`src/hdl/mmf_pkg.sv`:
```
// Types, constants and mask decode for the masked 3x3 morphology filter
package mmf_pkg;

  localparam int PIX_IO_W   = 16;
  localparam int CFG_DATA_W = 16;
  localparam int CFG_IDX_W  = 3;
  localparam int MODE_W     = 2;
  localparam int MASK_W     = 3;
  localparam int LINE_LEN_W = 11;
  localparam int FRAME_H_W  = 16;
  localparam int MIN_GEOM   = 3;
  localparam int WIN_TAPS   = 9;
  localparam int CENTER_TAP = 4;

  typedef enum logic [MODE_W-1:0] {
    MODE_ERODE  = 2'd0,
    MODE_DILATE = 2'd1,
    MODE_INNER  = 2'd2,
    MODE_OUTER  = 2'd3
  } mode_t;

  typedef enum logic [CFG_IDX_W-1:0] {
    CFG_MODE   = 3'd0,
    CFG_MASK   = 3'd1,
    CFG_FILL   = 3'd2,
    CFG_LENGTH = 3'd3,
    CFG_HEIGHT = 3'd4
  } cfg_idx_t;

  localparam logic [MASK_W-1:0] MASK_VBAR  = 3'd1;
  localparam logic [MASK_W-1:0] MASK_HBAR  = 3'd2;
  localparam logic [MASK_W-1:0] MASK_CROSS = 3'd3;

  localparam mode_t                  RST_MODE   = MODE_ERODE;
  localparam logic [MASK_W-1:0]      RST_MASK   = 3'd4;
  localparam logic [CFG_DATA_W-1:0]  RST_FILL   = 16'd255;
  localparam logic [LINE_LEN_W-1:0]  RST_LENGTH = 11'd512;
  localparam logic [FRAME_H_W-1:0]   RST_HEIGHT = 16'd512;

  // Per-item position flags that travel down the pipeline
  typedef struct packed {
    logic emit;
    logic border;
    logic last;
  } pos_info_t;

  // Tap enables of the window, bit k is window position k (row-major)
  function automatic logic [WIN_TAPS-1:0] mask_bits(input logic [MASK_W-1:0] shape);
    logic [WIN_TAPS-1:0] m;
    unique case (shape)
      MASK_VBAR:  m = 9'b010_010_010;
      MASK_HBAR:  m = 9'b000_111_000;
      MASK_CROSS: m = 9'b010_111_010;
      default:    m = 9'b111_111_111;
    endcase
    return m;
  endfunction

endpackage

```
`src/hdl/mmf_seq.sv`:
```
// Raster position counters: column, output row and frame start-up count
module mmf_seq #(
  parameter int MAX_LINE = 1024,
  localparam int COL_W = $clog2(MAX_LINE)
) (
  input  logic                                clk,
  input  logic                                rst_n,
  input  logic                                adv,
  input  logic [mmf_pkg::LINE_LEN_W-1:0]      len_cfg,
  input  logic [mmf_pkg::FRAME_H_W-1:0]       hgt_cfg,
  output logic [COL_W-1:0]                    col,
  output mmf_pkg::pos_info_t                  info
);

  localparam int LW    = $clog2(MAX_LINE + 2);
  localparam int CMP_W = (LW > mmf_pkg::LINE_LEN_W) ? LW : mmf_pkg::LINE_LEN_W;
  localparam int HW    = mmf_pkg::FRAME_H_W;

  logic [COL_W-1:0] col_r, col_nxt;
  logic [HW-1:0]    row_r, row_nxt;
  logic [LW-1:0]    started_r, started_nxt;

  logic [CMP_W-1:0] len_ext;
  logic [LW-1:0]    len_c, col_ext, col_inc, ocol;
  logic [HW-1:0]    hgt_c;
  logic             priming, eol, last_row;

  // Clamp the geometry
  always_comb begin
    len_ext = CMP_W'(len_cfg);
    if (len_ext < CMP_W'(mmf_pkg::MIN_GEOM)) begin
      len_c = LW'(mmf_pkg::MIN_GEOM);
    end else if (len_ext > CMP_W'(MAX_LINE)) begin
      len_c = LW'(MAX_LINE);
    end else begin
      len_c = len_ext[LW-1:0];
    end
    hgt_c = (hgt_cfg < HW'(mmf_pkg::MIN_GEOM)) ? HW'(mmf_pkg::MIN_GEOM) : hgt_cfg;
  end

  // Position of the output pixel, one row plus one pixel back
  always_comb begin
    col_ext  = LW'(col_r);
    col_inc  = col_ext + LW'(1);
    priming  = started_r < (len_c + LW'(1));
    ocol     = (col_r == '0) ? (len_c - LW'(1)) : (col_ext - LW'(1));
    eol      = ocol >= (len_c - LW'(1));
    last_row = row_r >= (hgt_c - HW'(1));
    info.emit   = !priming;
    info.border = (row_r == '0) || last_row || (ocol == '0) || eol;
    info.last   = last_row && eol;
  end

  // Advance counters on every accepted beat
  always_comb begin
    col_nxt     = col_r;
    row_nxt     = row_r;
    started_nxt = started_r;
    if (adv) begin
      col_nxt = (col_inc >= len_c) ? '0 : col_inc[COL_W-1:0];
      if (priming) begin
        started_nxt = started_r + LW'(1);
      end else if (info.last) begin
        col_nxt     = '0;
        row_nxt     = '0;
        started_nxt = '0;
      end else if (eol) begin
        row_nxt = row_r + HW'(1);
      end
    end
  end

  always_ff @(posedge clk) begin
    if (!rst_n) begin
      col_r     <= '0;
      row_r     <= '0;
      started_r <= '0;
    end else begin
      col_r     <= col_nxt;
      row_r     <= row_nxt;
      started_r <= started_nxt;
    end
  end

  assign col = col_r;

endmodule

```
`config.mk`:
```
export PLATFORM = sky130hd
export DESIGN_NAME = mmf_seq
export DESIGN_NICKNAME = d
export VERILOG_FILES = /design/src/hdl/mmf_pkg.sv /design/src/hdl/mmf_seq.sv
export SDC_FILE = /design/constraint.sdc
export NUM_CORES = 1
export LEC_CHECK = 0
export ABC_CLOCK_PERIOD_IN_PS = 4350
export BUFFER_PORTS_ARGS = -buffer_cell sky130_fd_sc_hd__buf_2
export CORE_MARGIN = 2
export CORE_UTILIZATION = 46
export CTS_BUF_LIST = sky130_fd_sc_hd__clkbuf_8 sky130_fd_sc_hd__clkbuf_16
export CTS_CLUSTER_DIAMETER = 30
export DETAILED_ROUTE_END_ITERATION = 7
export PLACE_DENSITY_LB_ADDON = 0.25
export REMOVE_ABC_BUFFERS = 1
export SLEW_MARGIN = 5
export SYNTH_ARGS = -nofsm -noshare
export SYNTH_HDL_FRONTEND = slang
export SYNTH_SLANG_ARGS = --single-unit
```
`constraint.sdc`:
```
create_clock -name clk -period 4.35 [get_ports clk]
set_input_delay 0.435 -clock clk [delete_from_list [all_inputs] [get_ports clk]]
set_output_delay 0.435 -clock clk [all_outputs]
set_load 0.02 [all_outputs]
```
==> run_results.csv <==
group,metric,value,unit
floorplanning,die_w,97.33,µm
route,avgRoutedWirePerCell,15.24,µm
floorplanning,start_util,46.62,%
logic_synthesis,synth_mux_area_share,1.249,%
logic_synthesis,netlist_area,4006,µm²
power,p_leak,2.134,nW
layout,fillCellCount,787,
placed_design,port_buffers,42,
sta,report.final.slew_viol_count,0,
flow_run,cap_violations,0,
logic_synthesis,ys_seq_area_share,18.49,%
clock_tree,clkTransAtPathRegs,0.08,ns
clock_tree,cts_max_level,2,
global_route,antenna_found_initial,0,
clock_tree,cts_tree,"done",
floorplanning,die-area,9472,µm²
layout,multi_input_area,3278,µm²
power,p_sw_share,34.71,%
logic_synthesis,synth-seq-cells,37,
clock_tree,clk_path_buf_depth,2,
logic_synthesis,synth_edf_count,0,
logic_synthesis,yosysWarnings,0,
sta,finClkSkew,0.01002,ns
sta,relSlewSlack,51.59,%
setup_path,worstPathRequired,3.91,ns
logic_synthesis,yosys.area_share.simple,30.98,%
floorplanning,rows,34,
logic_synthesis,synthTopCellsByArea,"dfxtp_1 (18%), ha_1 (17%), xnor2_1 (6.1%), nand2_1 (4.7%), a21oi_1 (4.0%)",
setup_path,crit_type,"in -> out",
power,pwr-share-seq,38.2,%
power,intPower,0.5943,mW
logic_synthesis,ys_top_cells_by_count,"ha_1 (56), nand2_1 (50), nor2_1 (39)",
layout,diodes,0,
run_status,status,"finished with violations",
power,ir_drop,0.1202,mV
sta,fin_ws,-0.006332,ns
placed_design,placed_cells,701,
logic_synthesis,synth_top_cell_by_area,"dfxtp_1",
clock_tree,cts_hold_buf,0,
layout,final_util,58.65,%
sta,tightest_slew,0.7247,ns
layout,nNetsFinal,698,
logic_synthesis,synth-xor-area-share,10.06,%
power,switchingPower,0.3160,mW
route,vias,4174,
route,drt-pass1-iter-count,4,
sta,fmax,229.6,MHz
placed_design,place.gp.congestion,0.9298,
logic_synthesis,ys.flop_type,"dfxtp_1",
route,viasPerCell,5.789,
logic_synthesis,synth_top_family_by_area,"simple AND/OR/NAND/NOR gates",
setup_path,end_kind,"primary output",
logic_synthesis,synth_fa_ha_area_share,17.49,%
power,p_per_area,180.6,nW/µm²
global_route,grt_overflow_total,0,
layout,regArea,740.7,µm²
setup_path,arrival,3.92,ns
clock_tree,clockRootBuffer,"clkbuf_8",
logic_synthesis,async_flop_share,0,%
power,pwr-share-clk,26.5,%
global_route,grt_pass1_wl,18510,µm
logic_synthesis,synth_top_cell_area_share,18.49,%
clock_tree,clock_latency,0.30,ns
route,route.detailed.drc,0,
clock_tree,cts_made_buffers,5,
sta,finalSetupViolCount,1,
hold_path,hp-class,"in -> reg",
sta,hold_viol,0,
clock_tree,clkSinkCount,37,
sta,final_period_minus_worst_setup_slack,4.356,ns
floorplanning,num_io_pins,43,
power,combPwrFrac,35.3,%
route,wirelength,10990,µm
route,drt_iter0_drc,259,
global_route,grt_use_total,23.12,%
logic_synthesis,synth_compound_area_share,17.33,%
setup_path,crit_fanout,4,
sta,grt_setup_unrepaired,"true",
layout,final_cells,721,
layout,area_growth,25.80,%
floorplanning,die_h,97.33,µm
placed_design,dp_hpwl,8528,µm
global_route,grt_max_degree,15,
floorplanning,core_area,8593,µm²
logic_synthesis,ys_types,58,
route,antenna_left,0,
run_status,violations,"negative setup slack",
layout,drive_gt1_share,25.94,%
sta,finalCritPeriodShare,100.1,%
global_route,grt_pass1_vias,4098,
logic_synthesis,synth.most_common_cell,"ha_1",
setup_path,startpoint_type,"primary input",
logic_synthesis,synth_area_per_cell,7.646,µm²
logic_synthesis,synthCells,524,
## cells by family (layout without fill, tap and decap cells)
kind of cell	Yosys count	count (layout)
mux	5	5
fa+ha+maj	56	56
xor+xnor	46	46
compound gates	108	108
flops	37	37
buf+inv	40	129
simple gates	232	232
## metrics by stage
stage | power (mW) | TNS (ns) | area [µm²] | hold slack (ns) | worst slack, ns
2_1_floorplan | 0.5288 | -0.03147 | 3890 | 0.4562 | -0.03147
3_3_place_gp | 0.6390 | -1.594 | 4631 | 0.4796 | -0.1868
3_5_place_dp | 0.6474 | -4.487 | 4631 | 0.4872 | -0.3356
4_1_cts | 0.8948 | 0 | 4802 | 0.4723 | 0.002001
5_1_grt | 0.9613 | -0.4217 | 5040 | 0.4832 | -0.2665
6_report | 0.9103 | -0.006332 | 5040 | 0.4703 | -0.006332
## final timing paths
check	cells past startpoint	slack [ns]	to	start
worst max-delay path	19	-0.006	info[1]	hgt_cfg[11]
worst min-delay path	2	0.47	row_r[0]$_SDFFE_PN0P_	rst_n
worst max register to register	14	0.40	started_r[8]$_SDFFE_PN0P_	col[3]$_SDFFE_PN0P_
worst min register to register	2	0.52	started_r[10]$_SDFFE_PN0P_	started_r[10]$_SDFFE_PN0P_
## power by group through the flow
stage | sequential [mW] | combinational [mW] | clock, mW
floorplan | 0.358 | 0.171 | 0
global placement | 0.356 | 0.283 | 0
detailed placement | 0.356 | 0.291 | 0
CTS | 0.348 | 0.300 | 0.246
global route | 0.349 | 0.358 | 0.255
finish | 0.348 | 0.321 | 0.241
## cells in the final DEF, fill, tap and decap left out, types with 13 or more instances in the layout
cell type  instances
xor2_1            18
nand4_1           16
buf_4             57
nand3_1           22
nand2_1           50
nor2_1            35
or3_1             13
a21oi_1           31
buf_2             38
o21ai_0           20
nor2b_1           13
xnor2_1           27
dfxtp_1           37
inv_1             14
ha_1              52
## sequential cells by signal, indices dropped and copies added, names as in the netlist
signal / cells
row_r: 16
started_r: 11
col: 10
## final cells by class
class / count / share of cell area, %
timing repair buffer: 105 / 14.67
clock inverter: 3 / 0.2731
tap: 108 / 2.681
multi-input combinational: 447 / 65.04
sequential: 37 / 14.70
clock buffer: 5 / 1.365
inverter: 16 / 1.266
## critical path, stage by stage
cell      delay [ns]
buf_6           0.09
or4_4           0.55
nor4_4          0.18
nand3b_1        0.15
nor2_2          0.14
nor2_1          0.06
ha_2            0.18
nand3b_1        0.17
nor2_1          0.09
xnor2_1         0.14
ha_2            0.18
nor4_2          0.25
o21ai_1         0.12
o2111a_1        0.17
a311o_1         0.35
a311oi_2        0.30
buf_4           0.16
o41ai_2         0.05
buf_2           0.16
## timing repair
item,4_1_cts,5_1_grt
resized for setup,14,44
hold endpoints to repair,0,0
buffers inserted,3,9
pin swaps,7,24
endpoints found under the setup margin,6,34
## per-layer routing
metal / GRT usage [%] / routed length (µm) / up-vias
met2: 40.49 / 5477 / 92
met1: 29.77 / 4865 / 1965
met4: 7.585 / 233 / 0
met3: 2.374 / 413 / 16
li1: - / - / 2101
met5: 0 / 0 / -
(Power assumes the default switching activity.)
